## src/itl_pkg.sv

```systemverilog
`default_nettype none
package itl_pkg;

	localparam int DEFAULT_DEPTH = 1024;

	localparam int CFG_W     = 11;
	localparam int IDX_W     = 10;
	localparam int KEY_W     = 63;
	localparam int VAL_W     = 63;
	localparam int STATUS_W  = 3;
	localparam int HALF_W    = 32;
	localparam int PROD_W    = KEY_W + VAL_W;
	localparam int SH_W      = $clog2(2 * HALF_W + 1);
	localparam int DIV_CNT_W = $clog2(VAL_W);
	localparam int MUL_SEL_W = 2;

	localparam logic CMD_WRITE = 1'b0;
	localparam logic CMD_QUERY = 1'b1;

	typedef enum logic [STATUS_W-1:0] {
		ST_WRITTEN  = 3'd0,
		ST_INTERP   = 3'd1,
		ST_BELOW    = 3'd2,
		ST_ABOVE    = 3'd3,
		ST_TOO_FEW  = 3'd4
	} status_t;

	typedef enum logic [3:0] {
		S_IDLE,
		S_RD_FIRST,
		S_CHK_FIRST,
		S_CHK_LAST,
		S_SRCH_ISSUE,
		S_SRCH_CMP,
		S_CAP_LO,
		S_CAP_HI,
		S_PREP,
		S_MUL,
		S_MUL_WAIT,
		S_DIV_START,
		S_DIV_WAIT,
		S_RESULT,
		S_FINISH
	} state_t;

	typedef enum logic [1:0] {
		A_ZERO,
		A_MID,
		A_LO,
		A_HI
	} addr_sel_t;

	typedef enum logic [MUL_SEL_W-1:0] {
		MUL_LL,
		MUL_LH,
		MUL_HL,
		MUL_HH
	} mul_sel_t;

	typedef struct packed {
		logic      capture;
		logic      wr_en;
		logic      rd_en;
		addr_sel_t addr_sel;
		logic      step;
		logic      cap_lo;
		logic      cap_hi;
		logic      prep;
		logic      mul_en;
		mul_sel_t  mul_sel;
		logic      div_start;
		logic      res_en;
		logic      out_load;
		status_t   out_status;
	} dp_cmd_t;

	typedef struct packed {
		logic too_few;
		logic e_lt_key;
		logic search_done;
		logic out_free;
		logic div_done;
	} dp_status_t;

endpackage
`default_nettype wire

```

## src/itl_ctrl.sv

```systemverilog
`default_nettype none
module itl_ctrl (
	input  wire logic                clk,
	input  wire logic                arst_n,
	input  wire logic                in_valid,
	input  wire logic                command,
	input  wire itl_pkg::dp_status_t st,
	output itl_pkg::dp_cmd_t         cmd,
	output logic                     in_stall
);

	itl_pkg::state_t  state_q;
	itl_pkg::state_t  state_nxt;
	itl_pkg::status_t status_q;
	logic [itl_pkg::MUL_SEL_W-1:0] mul_cnt_q;

	always_comb begin
		state_nxt = state_q;
		unique case (state_q)
			itl_pkg::S_IDLE: begin
				if (in_valid) begin
					if (command == itl_pkg::CMD_QUERY) begin
						state_nxt = st.too_few ? itl_pkg::S_FINISH : itl_pkg::S_RD_FIRST;
					end else if (!st.out_free) begin
						state_nxt = itl_pkg::S_FINISH;
					end
				end
			end
			itl_pkg::S_RD_FIRST:   state_nxt = itl_pkg::S_CHK_FIRST;
			itl_pkg::S_CHK_FIRST: begin
				state_nxt = st.e_lt_key ? itl_pkg::S_FINISH : itl_pkg::S_CHK_LAST;
			end
			itl_pkg::S_CHK_LAST: begin
				state_nxt = st.e_lt_key ? itl_pkg::S_SRCH_ISSUE : itl_pkg::S_FINISH;
			end
			itl_pkg::S_SRCH_ISSUE: begin
				state_nxt = st.search_done ? itl_pkg::S_CAP_LO : itl_pkg::S_SRCH_CMP;
			end
			itl_pkg::S_SRCH_CMP:   state_nxt = itl_pkg::S_SRCH_ISSUE;
			itl_pkg::S_CAP_LO:     state_nxt = itl_pkg::S_CAP_HI;
			itl_pkg::S_CAP_HI:     state_nxt = itl_pkg::S_PREP;
			itl_pkg::S_PREP:       state_nxt = itl_pkg::S_MUL;
			itl_pkg::S_MUL: begin
				if (mul_cnt_q == itl_pkg::MUL_HH) begin
					state_nxt = itl_pkg::S_MUL_WAIT;
				end
			end
			itl_pkg::S_MUL_WAIT:   state_nxt = itl_pkg::S_DIV_START;
			itl_pkg::S_DIV_START:  state_nxt = itl_pkg::S_DIV_WAIT;
			itl_pkg::S_DIV_WAIT: begin
				if (st.div_done) begin
					state_nxt = itl_pkg::S_RESULT;
				end
			end
			itl_pkg::S_RESULT:     state_nxt = itl_pkg::S_FINISH;
			itl_pkg::S_FINISH: begin
				if (st.out_free) begin
					state_nxt = itl_pkg::S_IDLE;
				end
			end
			default:               state_nxt = itl_pkg::S_IDLE;
		endcase
	end

	always_comb begin
		cmd = '0;
		unique case (state_q)
			itl_pkg::S_IDLE: begin
				if (in_valid) begin
					if (command == itl_pkg::CMD_QUERY) begin
						cmd.capture = 1'b1;
					end else begin
						cmd.wr_en = 1'b1;
						if (st.out_free) begin
							cmd.out_load   = 1'b1;
							cmd.out_status = itl_pkg::ST_WRITTEN;
						end
					end
				end
			end
			itl_pkg::S_RD_FIRST: begin
				cmd.rd_en    = 1'b1;
				cmd.addr_sel = itl_pkg::A_ZERO;
			end
			itl_pkg::S_CHK_FIRST: begin
				cmd.rd_en    = 1'b1;
				cmd.addr_sel = itl_pkg::A_HI;
			end
			itl_pkg::S_SRCH_ISSUE: begin
				cmd.rd_en    = 1'b1;
				cmd.addr_sel = st.search_done ? itl_pkg::A_LO : itl_pkg::A_MID;
			end
			itl_pkg::S_SRCH_CMP: cmd.step = 1'b1;
			itl_pkg::S_CAP_LO: begin
				cmd.cap_lo   = 1'b1;
				cmd.rd_en    = 1'b1;
				cmd.addr_sel = itl_pkg::A_HI;
			end
			itl_pkg::S_CAP_HI: cmd.cap_hi = 1'b1;
			itl_pkg::S_PREP:   cmd.prep   = 1'b1;
			itl_pkg::S_MUL: begin
				cmd.mul_en  = 1'b1;
				cmd.mul_sel = itl_pkg::mul_sel_t'(mul_cnt_q);
			end
			itl_pkg::S_DIV_START: cmd.div_start = 1'b1;
			itl_pkg::S_RESULT:    cmd.res_en    = 1'b1;
			itl_pkg::S_FINISH: begin
				if (st.out_free) begin
					cmd.out_load   = 1'b1;
					cmd.out_status = status_q;
				end
			end
			default: cmd = '0;
		endcase
	end

	always_ff @(posedge clk or negedge arst_n) begin
		if (!arst_n) begin
			state_q   <= itl_pkg::S_IDLE;
			status_q  <= itl_pkg::ST_WRITTEN;
			mul_cnt_q <= '0;
		end else begin
			state_q <= state_nxt;
			case (state_q)
				itl_pkg::S_IDLE: begin
					if (in_valid) begin
						status_q <= (command == itl_pkg::CMD_QUERY) ?
							itl_pkg::ST_TOO_FEW : itl_pkg::ST_WRITTEN;
					end
				end
				itl_pkg::S_CHK_FIRST: begin
					if (st.e_lt_key) begin
						status_q <= itl_pkg::ST_BELOW;
					end
				end
				itl_pkg::S_CHK_LAST: begin
					if (!st.e_lt_key) begin
						status_q <= itl_pkg::ST_ABOVE;
					end
				end
				itl_pkg::S_PREP:   mul_cnt_q <= '0;
				itl_pkg::S_MUL:    mul_cnt_q <= mul_cnt_q + itl_pkg::MUL_SEL_W'(1);
				itl_pkg::S_RESULT: status_q  <= itl_pkg::ST_INTERP;
				default: ;
			endcase
		end
	end

	assign in_stall = (state_q != itl_pkg::S_IDLE);

	a_load_into_free_slot: assert property (@(posedge clk) disable iff (!arst_n)
		cmd.out_load |-> st.out_free)
		else $error("result loaded over a held result");

	a_div_done_in_wait: assert property (@(posedge clk) disable iff (!arst_n)
		st.div_done |-> (state_q == itl_pkg::S_DIV_WAIT))
		else $error("division finished outside its wait state");

endmodule
`default_nettype wire

```

## config.mk

```make
export PLATFORM = sky130hd
export DESIGN_NAME = itl_ctrl
export DESIGN_NICKNAME = d
export VERILOG_FILES = /design/src/itl_pkg.sv /design/src/itl_ctrl.sv
export SDC_FILE = /design/constraint.sdc
export NUM_CORES = 1
export LEC_CHECK = 0
export ABC_AREA = 1
export BUFFER_PORTS_ARGS = -buffer_cell sky130_fd_sc_hd__buf_2
export CORE_UTILIZATION = 49
export CTS_CLUSTER_SIZE = 40
export DETAILED_ROUTE_END_ITERATION = 8
export PLACE_DENSITY = 0.78
export SLEW_MARGIN = 20
export SYNTH_ARGS = -nofsm -noshare
export SYNTH_HDL_FRONTEND = slang
export SYNTH_SLANG_ARGS = --single-unit
```

## constraint.sdc

```tcl
create_clock -name clk -period 2 [get_ports clk]
set_clock_uncertainty 0.2 [all_clocks]
set_input_delay 0.5 -clock clk [delete_from_list [all_inputs] [get_ports clk]]
set_output_delay 0.5 -clock clk [all_outputs]
set_load 0.02 [all_outputs]
```

; ---- Word level (Yosys, flattened, before mapping)
; Index checks and enable logic that the tools add are counted.
[classes]
n_eq_ne = 22
addsub = 1
n_mux = 35
shift = 0
bitwise = 0
div = 0
magnitude_cmp = 0
n_mul = 0
n_reduce_logical = 7
[ops]
columns = cell, count
row1 = one-hot mux 4 bit (15 select lines), 1
row2 = two-way mux 4 bit, 13
row3 = "equality test 4 bit, second input constant", 7
row4 = "equality test 4 x 3 -> 1 bit, second input constant", 4
row5 = two-way mux 3 bit, 5
row6 = "!= test 2 bit, second input constant", 6
row7 = one-hot mux 3 bit (4 select lines), 1
row8 = one-hot mux 3 bit (3 select lines), 1
row9 = "equality test 4 x 2 -> 1 bit, second input constant", 2
row10 = two-way mux 1 bit, 8
row11 = two-way mux 2 bit, 4
row12 = one-hot mux 4 bit (2 select lines), 1
row13 = nonzero test 4 bit, 2
row14 = AND reduction 5 bit, 1
row15 = "equality test 4 x 1 -> 1 bit, second input constant", 1
row16 = zero test 4 bit, 1
row17 = one-hot mux 2 bit (2 select lines), 1
row18 = AND reduction 4 bit, 1
row19 = "!= test 3 bit, second input constant", 1
row20 = "adder 2 x 1 -> 2 bit, second input constant", 1
row21 = "equality test 2 bit, second input constant", 1
row22 = nonzero test 2 bit, 1
row23 = OR reduction 2 bit, 1
[word_totals]
elab_cells = 68
ram_bits = 0
latch_bits = 0
mem_count = 0
out_inout_bits = 19
rom_bits = 0
reg_bits = 9

; ---- Logic depth before layout (Yosys ltp)
; Gate-level depths: netlist of the first run.
[logic_depth]
word_depth = 4
mapped_depth = 10
mapped_depth_nobuf = 9

; ---- Worst setup path before layout of the first run
; No wires, ideal clock.
[synth_timing]
kind = flip-flop to output port
start = register state_q[0]
end = output cmd[3] (netlist name)
arrival_time_ps = 1389
n_path_buf = 0
required_time_ps = 1300
setup_slack_ps = -89
stages_incl_launch_ff = 6
path_cell_list = dfrtp_1 -> nor2_2 -> nand2_2 -> inv_2 -> nand2_1 -> o31ai_2
[synth_rtl]
columns = item, line
row1 = "start, declared", itl_ctrl.sv:12  ; itl_pkg::state_t state_q;
row2 = "start signal, assigned", itl_ctrl.sv:119  ; state_q <= itl_pkg::S_IDLE;
row3 = "start signal, assigned", itl_ctrl.sv:123  ; state_q <= state_nxt;
row4 = "end, declared", itl_ctrl.sv:8  ; output itl_pkg::dp_cmd_t cmd,

==> results by group, run 1 <==
Status
  • Status: finished, violations left
  • Failing checks: negative setup slack

Placement
  • PortBufs: 27
  • Routability Congestion: between 0.8 and 0.9
  • DP HPWL: between 1.5 and 2 mm

Critical path
  • Reg2reg end: state_q[2]
  • R2R depth: 10
  • Startpoint types: flip-flop
  • R2r startpoint: state_q[1]
  • Crit-path cells: inv_4 -> nand2_2 -> nor2_4 -> inv_1 -> nor2_1 -> buf_4
  • Critical Path RT: 1.30 ns
  • Crit path max-delay cell type: dfrtp_2
  • Reg-to-reg slack, setup: 0.22 ns
  • Setup crit end kind: output pin
  • Maximum fanout along the worst path: 4
  • Setup CP Type: flip-flop to output pin
  • Crit path DAT: roughly 1.4 ns
  • Biggest cell delay along the critical path: 0.46 ns

Floorplan
  • Die Wd: 43.2 um
  • Initial Utilization: 0.541
  • Core area: ~1500 um^2
  • Die Area: approximately 1900 um^2
  • I/O pin count: 28
  • FP Rows: 14
  • Die H: between 40 and 50 um

Timing
  • Relative max-transition margin: 0.820
  • Final setup vio count: 14
  • Final Slew Violations: 0
  • Final count of hold timing violations: 0
  • Maximum clock rate: around 480 MHz
  • Worst-Margin Slew: around 0.27 ns
  • RSZ-0062 raised after global routing: true
  • Tcrit/Tclk final: 1.05
  • WHS: 0.272 ns
  • Minimum clock period after layout: 2.10 ns
  • Setup slack after layout: -0.0986 ns
  • Final setup TNS: -0.756 ns

Clocking
  • Worst skew pair latency: about 0.25 ns
  • Clk sink count: 9
  • TritonCTS buffer count: 3
  • Worst-path clk slew: 0.06 ns
  • CTS tree: built
  • CTS Root Cell: clkbuf_4
  • CTS Buffer Depth: 2
  • H-Tree Depth: 1

Hold path
  • Min-delay src: status_q[2]
  • Hold depth: 2
  • Worst hold endpoint: status_q[2]
  • Worst Hold Class: flip-flop to flip-flop

Power and ir drop
  • Pwr Total: approximately 2.2 mW
  • VDD IR max: between 1 and 1.5 mV
  • Leak pwr: just over 0.8 nW
  • PD cells: roughly 1700 nW/um^2

Logic synthesis
  • Syn Inst Count: 145
  • Post-synthesis sequential area ratio: 0.270
  • FF+latch count, synth: 9
  • Mapped Area: around 830 um^2
  • Synthesis Warnings: 0
  • Synth cell types: 18
  • Syn Area/Cell: around 5.7 um^2
  • Post-Syn Nets: between 150 and 200

GRT
  • Largest net degree at the start of global routing: 10
  • Vias in the first global route: around 1000
  • Gr usage total: 0.339
  • Initial antenna violation count: 0
  • First-pass GRT wire length: 4.68 mm
  • Remaining global-route overflow: 0

Final layout
  • Area grow syn2layout: 58.9%
  • Share of cells above drive strength 1: 0.438
  • Commonest non-fill, non-tap cell in the layout: nand2_1
  • Final nets: 205
  • Antenna cells: 0
  • Multi-input gate area: 574 um^2
  • Fillers: 92
  • FF/Latch Area: between 200 and 250 um^2
  • Most frequent cells in the layout: nand2_1 (39), buf_4 (24), inv_1 (21), nor2_1 (18)

Routing
  • 1st-iter DRT viols: 54
  • DR DRC count: 0
  • Post-route ant nets: 0
  • Final wirelength: roughly 3.0 mm
  • Via density: roughly 5.3
  • Via count: about 1100
  • Drt pass-1 iters: 4
  • DR WL/cell: between 10 and 15 um

Flow run
  • Maxcap violations: 0
[logic make-up (layout without fill, tap and decap cells)]
group | count (synthesis) | count (layout) | synth area share
and+or+nand+nor | 96 | 96 | 0.502
buffers and inverters | 31 | 80 | 0.149
DFF | 9 | 9 | 0.270
AOI/OAI and AO/OA | 8 | 8 | 0.0646
adders and majority gates | 1 | 1 | 0.0150
[synthesized netlist by cell type (all sizes together)]
| cell type | count | share of area |
|---|---|---|
| buf | 2 | 0.018 |
| o21ai | 5 | 0.030 |
| nand2 | 51 | 0.24 |
| nor2 | 26 | 0.14 |
| o211ai | 1 | 0.0090 |
| nand4 | 1 | 0.0075 |
| a22o | 1 | 0.011 |
| nand3 | 15 | 0.090 |
| ha | 1 | 0.015 |
| nand3b | 1 | 0.0090 |
| o31ai | 1 | 0.015 |
| nor3 | 2 | 0.012 |
| inv | 29 | 0.13 |
| dfrtp | 9 | 0.27 |
[metal layers]
| layer | global-route usage | share of wire | vias up |
|---|---|---|---|
| met3 | 0.102 | 0.11 | 8 |
| li1 | - | - | 539 |
| met5 | 0 | 0 | - |
| met4 | 0.0970 | 0.021 | 0 |
| met1 | 0.444 | 0.39 | 499 |
| met2 | 0.537 | 0.48 | 75 |
[what timing repair did]
action | CTS | global route
resized for setup | 33 | 23
hold buffers | 1 | 0
setup endpoints to repair | 14 | 16
pin swaps | 6 | 4
buffers inserted | 16 | 1
endpoints found under the hold margin | 9 | 0
[report_power, final]
group | switching, mW | internal [mW]
clock network | 0.0595 | 0.0766
registers | 0.125 | 0.273
logic | 0.994 | 0.671
[worst max path at each step]
| stage | start | endpoint | slack (ns) | cells past startpoint |
|---|---|---|---|---|
| floorplan | state_q[0] | cmd[3] | -0.03 | 5 |
| global placement | state_q[3] | cmd[1] | 0.05 | 5 |
| detailed placement | state_q[3] | cmd[1] | 0.05 | 5 |
| CTS | state_q[3] | cmd[3] | -0.09 | 6 |
| global route | state_q[1] | cmd[7] | -0.15 | 6 |
| finish | state_q[1] | cmd[7] | -0.1 | 6 |
[area by class of cell]
cell class	count	area share
Clock buffer	4	0.0198
Inverter	29	0.0879
Multi-Input combinational cell	105	0.434
Sequential cell	9	0.174
Tap cell	16	0.0151
Timing Repair Buffer	47	0.269
[critical path, delay by kind of cell (launching register included)]
kind	cells	cell delay [ns]
DFF	1	0.46
and+or+nand+nor	3	0.37
buffers and inverters	3	0.31
[flip-flops by register name, indices dropped and copies added (netlist names)]
name       flops
status_q       3
state_q        4
mul_cnt_q      2
[through the flow]
step / instance area, um^2 / worst slack, ns / utilization / std cells
2_1_floorplan: 845 / -0.0265 / - / 145
3_3_place_gp: 1000 / 0.0476 / 0.649 / 188
3_5_place_dp: 1000 / 0.0514 / 0.649 / 188
4_1_cts: 1250 / -0.0892 / 0.812 / 209
5_1_grt: 1320 / -0.148 / 0.859 / 210
6_report: 1320 / -0.0986 / 0.859 / 210
No activity file was read; power rests on OpenSTA's default activity.
==> run 2: changes to the inputs <==
--- a/config.mk
+++ b/config.mk
@@ -6,11 +6,12 @@
 export NUM_CORES = 1
 export LEC_CHECK = 0
 export ABC_AREA = 1
-export BUFFER_PORTS_ARGS = -buffer_cell sky130_fd_sc_hd__buf_2
-export CORE_UTILIZATION = 49
+export CORE_MARGIN = 5
+export CORE_UTILIZATION = 55
 export CTS_CLUSTER_SIZE = 40
 export DETAILED_ROUTE_END_ITERATION = 8
-export PLACE_DENSITY = 0.78
+export DONT_BUFFER_PORTS = 1
+export PLACE_DENSITY = 0.7
 export SLEW_MARGIN = 20
 export SYNTH_ARGS = -nofsm -noshare
 export SYNTH_HDL_FRONTEND = slang
==> run 2 against run 1 <==
Against the previous run: the flow still finishes with violations (negative setup slack); critical endpoint is now cmd[3]; wire length shrank 13%; highest routed layer unchanged; die area up 28%; sequential power shrank 3%.
==> results by group, run 2 (synthesis results as in run 1) <==
Status
  • Status: finished, violations left
  • Failing checks: negative setup slack

Placement
  • PortBufs: 0
  • Post-DP Area: around 950 um^2
  • DP HPWL: about 1.8 mm
  • Routability Congestion: 0.903

Critical path
  • Crit path DAT: about 1.4 ns
  • Crit-path cells: nor2_4 -> nand2_2 -> inv_2 -> nand2_4 -> o31ai_4
  • Setup CP Type: flip-flop to output pin
  • Crit path max-delay cell type: dfrtp_2
  • Startpoint types: flip-flop
  • CP delay by family, top: flip-flops
  • Buf/Inv on CP: 1
  • Biggest cell delay along the critical path: between 0.4 and 0.5 ns
  • Maximum fanout along the worst path: 8
  • Critical Path RT: approximately 1.3 ns
  • Setup crit end kind: output pin

GRT
  • First-pass GRT wire length: 4.15 mm
  • Vias in the first global route: approximately 980
  • Initial antenna violation count: 0
  • Gr usage total: 0.217
  • Largest net degree at the start of global routing: 10
  • Remaining global-route overflow: 0

Timing
  • Worst-Margin Slew: 0.410 ns
  • Minimum clock period after layout: roughly 2.1 ns
  • RSZ-0062 raised after global routing: true
  • Final count of hold timing violations: 0
  • WHS: between 0.2 and 0.25 ns
  • Relative max-transition margin: 0.726
  • Setup slack after layout: -0.0772 ns
  • Final setup TNS: -0.464 ns
  • Tcrit/Tclk final: 1.04
  • Maximum clock rate: about 480 MHz
  • Final setup vio count: 9
  • Final Slew Violations: 0

Floorplan
  • Core area: roughly 1500 um^2
  • Die Area: ~2400 um^2
  • I/O pin count: 28
  • Die H: 48.9 um
  • FP Rows: 14
  • Die Wd: roughly 49 um
  • Initial Utilization: 0.566

Clocking
  • Worst-path clk slew: approximately 0.060 ns
  • Clk sink count: 9
  • CTS Root Cell: clkbuf_4
  • CTS tree: built
  • CTS Buffer Depth: 2
  • Worst skew pair latency: around 0.26 ns
  • H-Tree Depth: 1
  • TritonCTS buffer count: 3

Routing
  • DR WL/cell: 14.0 um
  • Final wirelength: around 2.6 mm
  • DR DRC count: 0
  • Via count: between 900 and 1000
  • Drt pass-1 iters: 4
  • Post-route ant nets: 0
  • 1st-iter DRT viols: 34
  • Via density: 5.29

Power and ir drop
  • Leak pwr: just under 0.7 nW
  • VDD IR max: between 1 and 1.5 mV
  • PD cells: roughly 1700 nW/um^2

Final layout
  • Antenna cells: 0
  • Final nets: 183
  • Most frequent cells in the layout: nand2_1 (44), buf_4 (20), inv_1 (19), nor2_1 (16), nand3_1 (14)
  • Design Area, Final: approximately 1200 um^2
  • Largest regs: state_q (4), status_q (3), mul_cnt_q (2)
  • Area grow syn2layout: 39.0%
  • Max reg flops: 4
  • Commonest non-fill, non-tap cell in the layout: nand2_1
  • Share of cells above drive strength 1: 0.355
  • Reg with most FFs: state_q

Flow run
  • Maxcap violations: 0

Hold path
  • Worst Hold Class: primary input to flip-flop
## run 2: changes by cell type in the layout (fill, tap and decap cells not counted), moves of 2 or more
cell     previous run  this run
inv_4               3         0
buf_2              13         0
nor2_1             18        16
inv_1              21        19
buf_4              24        20
buf_6               9         4
inv_2               5        10
nand2_2             9         4
nand2_1            39        44
## run 2: repair_timing
item / in CTS / in global routing
gates resized for setup: 15 / 18
cloned: 0 / 0
buffers inserted: 7 / 4
setup endpoints to repair: 15 / 18
hold buffers: 1 / 0
endpoints found under the hold margin: 9 / 0
pin swaps: 2 / 2
## run 2: layout make-up
type,count,area (um^2)
Fill cell,116,313
Tap cell,16,20.0
Sequential cell,9,230
Multi-Input combinational cell,105,568
Clock buffer,4,26.3
Inverter,29,109
Timing Repair Buffer,25,205
## run 2: path summary, 6_finish.rpt
path	startpoint	endpoint	slack [ns]	cells after the start
max	state_q[3]	cmd[3]	-0.08	5
min	in_valid	status_q[2]	0.24	2
max reg2reg	state_q[3]	state_q[0]	0.24	8
min reg2reg	status_q[2]	status_q[2]	0.28	2
max in group asynchronous	arst_n	state_q[1]	0.88	1
min in group asynchronous	arst_n	status_q[0]	0.41	1
## run 2: metrics by stage
step | worst slack (ns) | instances | util | power [mW]
3_5_place_dp | 0.0752 | 172 | 0.644 | 1.45
6_report | -0.0772 | 188 | 0.787 | 1.95
5_1_grt | -0.151 | 188 | 0.787 | 2.12
2_1_floorplan | -0.0265 | 145 | - | 1.17
3_3_place_gp | 0.113 | 172 | 0.644 | 1.43
4_1_cts | -0.101 | 184 | 0.735 | 1.76
## run 2: report_power, final
group          switching (mW)  leakage [nW]  internal [mW]
clock network          0.0597        0.0150         0.0766
logic                   0.887         0.566          0.543
registers               0.112         0.111          0.273
## run 2: worst reg2reg max path: cells and delay by family, from the launching register on
| family | cells | cell delay [ns] |
|---|---|---|
| simple gates | 6 | 0.80 |
| flops | 1 | 0.48 |
| buf+inv | 2 | 0.22 |
## run 2: per-layer routing
layer / track usage / up-vias / routed length [um]
met2: 0.374 / 36 / 1330
met1: 0.232 / 457 / 1100
li1: - / 498 / -
met4: 0.0942 / 0 / 17
met5: 0 / - / 0
met3: 0.0826 / 4 / 184
==> run 3: changes to the inputs <==
--- a/config.mk
+++ b/config.mk
@@ -11,7 +11,8 @@
 export CTS_CLUSTER_SIZE = 40
 export DETAILED_ROUTE_END_ITERATION = 8
 export DONT_BUFFER_PORTS = 1
-export PLACE_DENSITY = 0.7
+export PLACE_DENSITY = 0.76
+export RECOVER_POWER = 50
 export SLEW_MARGIN = 20
 export SYNTH_ARGS = -nofsm -noshare
 export SYNTH_HDL_FRONTEND = slang
==> run 3 against run 2 <==
Against the previous run: the run still ends with negative setup slack left; critical path depth is the same; clock power increased by 3%; first-iteration DRC count grew 2.9%; critical path type unchanged; critical endpoint is now cmd[15]; largest cell class unchanged; largest power group unchanged; highest routed layer unchanged.
==> results by group, run 3 (synthesis results as in run 1) <==
Status
  • Status: finished, violations left
  • Failing checks: negative setup slack

Timing
  • Tcrit/Tclk final: 1.05
  • RSZ-0062 raised after global routing: true
  • Maximum clock rate: 477 MHz
  • Worst-Margin Slew: 0.385 ns
  • Final count of hold timing violations: 0
  • Relative max-transition margin: 0.743
  • Minimum clock period after layout: about 2.1 ns
  • Final setup vio count: 9
  • WHS: ~0.21 ns
  • Setup slack after layout: -0.0956 ns
  • Final Slew Violations: 0

GRT
  • Initial antenna violation count: 0
  • Remaining global-route overflow: 0
  • Largest net degree at the start of global routing: 10
  • Gr usage total: 0.215
  • First-pass GRT wire length: ~4.1 mm
  • Vias in the first global route: 940

Final layout
  • Area grow syn2layout: 44.7%
  • Max reg flops: 4
  • Design Area, Final: 1210 um^2
  • Multi-input gate area: a little under 600 um^2
  • Final nets: around 190
  • FF/Latch Area: between 200 and 250 um^2
  • Reg with most FFs: state_q
  • Fillers: 96
  • Antenna cells: 0
  • Share of cells above drive strength 1: 0.386
  • Commonest non-fill, non-tap cell in the layout: nand2_1
  • Most frequent cells in the layout: nand2_1 (43), buf_4 (24), inv_1 (19), nor2_1 (15), nand3_1 (13)
  • Largest regs: state_q (4), status_q (3), mul_cnt_q (2)

Clocking
  • H-Tree Depth: 1
  • Worst skew pair latency: around 0.27 ns
  • Clk sink count: 9
  • CTS Buffer Depth: 2
  • CTS Root Cell: clkbuf_4
  • Worst-path clk slew: 0.06 ns
  • CTS tree: built
  • TritonCTS buffer count: 3

Routing
  • DR DRC count: 0
  • Post-route ant nets: 0
  • 1st-iter DRT viols: 35
  • Drt pass-1 iters: 4
  • DR WL/cell: ~14 um
  • Final wirelength: 2.74 mm
  • Via density: about 5.6
  • Via count: 1078

Floorplan
  • I/O pin count: 28
  • Initial Utilization: 0.566
  • Die Wd: approximately 49 um
  • Die Area: around 2400 um^2
  • FP Rows: 14
  • Die H: 48.9 um
  • Core area: between 1000 and 1500 um^2

Flow run
  • Maxcap violations: 0

Placement
  • PortBufs: 0
  • DP HPWL: about 1.7 mm
  • Post-DP Area: between 900 and 1000 um^2
  • Routability Congestion: between 0.8 and 0.9

Hold path
  • Worst Hold Class: primary input to flip-flop

Critical path
  • Setup CP Type: flip-flop to output pin
  • Setup crit end kind: output pin
  • Maximum fanout along the worst path: 7
  • Crit path DAT: roughly 1.4 ns
  • Critical Path RT: about 1.3 ns
  • Startpoint types: flip-flop

Power and ir drop
  • PD cells: about 1700 nW/um^2
  • VDD IR max: about 1.2 mV
  • Leak pwr: about 0.72 nW
-- run 3: cell count changes in the layout (fill, tap and decap cells not counted), sizes merged --
cell and change:
buf +4
-- run 3: path summary, 6_finish.rpt --
path / from / endpoint / slack (ns) / cells past startpoint
setup / recovery: state_q[3] / cmd[15] / -0.1 / 5
hold / removal: in_valid / status_q[2] / 0.21 / 2
setup reg to reg: state_q[0] / state_q[3] / 0.20 / 10
hold reg to reg: status_q[2] / status_q[2] / 0.28 / 2
max in group asynchronous: arst_n / state_q[1] / 0.91 / 1
min in group asynchronous: arst_n / mul_cnt_q[1] / 0.38 / 1
-- run 3: timing repair --
| item | CTS | global route |
|---|---|---|
| resized for setup | 15 | 24 |
| hold endpoints to repair | 9 | 0 |
| pin swaps | 4 | 7 |
| setup buffers | 11 | 4 |
| hold buffers | 1 | 0 |
| setup endpoints to repair | 16 | 18 |
| cloned | 0 | 0 |
-- run 3: area by class of cell --
class / count / share of cell area
timing repair buffer: 29 / 0.195
tap: 16 / 0.0166
clock buffer: 4 / 0.0218
sequential: 9 / 0.191
inverter: 29 / 0.0944
multi-input combinational: 105 / 0.481
-- run 3: critical path, stage by stage (launching register included) --
cell	delay, ns
dfrtp_2	0.49
nor2_4	0.13
buf_6	0.12
inv_4	0.04
o211ai_1	0.19
buf_4	0.18
-- run 3: stage by stage --
step                      setup TNS (ns)  worst slack [ns]  cells   util  power, mW
after floorplan                  -0.0265           -0.0265    145      -       1.17
after detailed placement               0             0.114    172  0.644       1.43
after global routing               -1.21            -0.152    192  0.820       2.23
final                             -0.519           -0.0956    192  0.820       2.07
after global placement                 0             0.143    172  0.644       1.40
after CTS                         -0.388           -0.0964    188  0.752       1.80
-- run 3: metal layers --
metal | up-vias | part of all wire | GRT usage
met1 | 501 | 0.39 | 0.253
li1 | 504 | - | -
met2 | 65 | 0.50 | 0.365
met3 | 8 | 0.091 | 0.0642
met5 | - | 0 | 0
met4 | 0 | 0.020 | 0.0717
-- run 3: where the power goes --
group | internal [mW] | total, mW | switching (mW)
Combinational | 0.602 | 1.54 | 0.935
Sequential | 0.273 | 0.395 | 0.122
Clock | 0.0769 | 0.140 | 0.0631
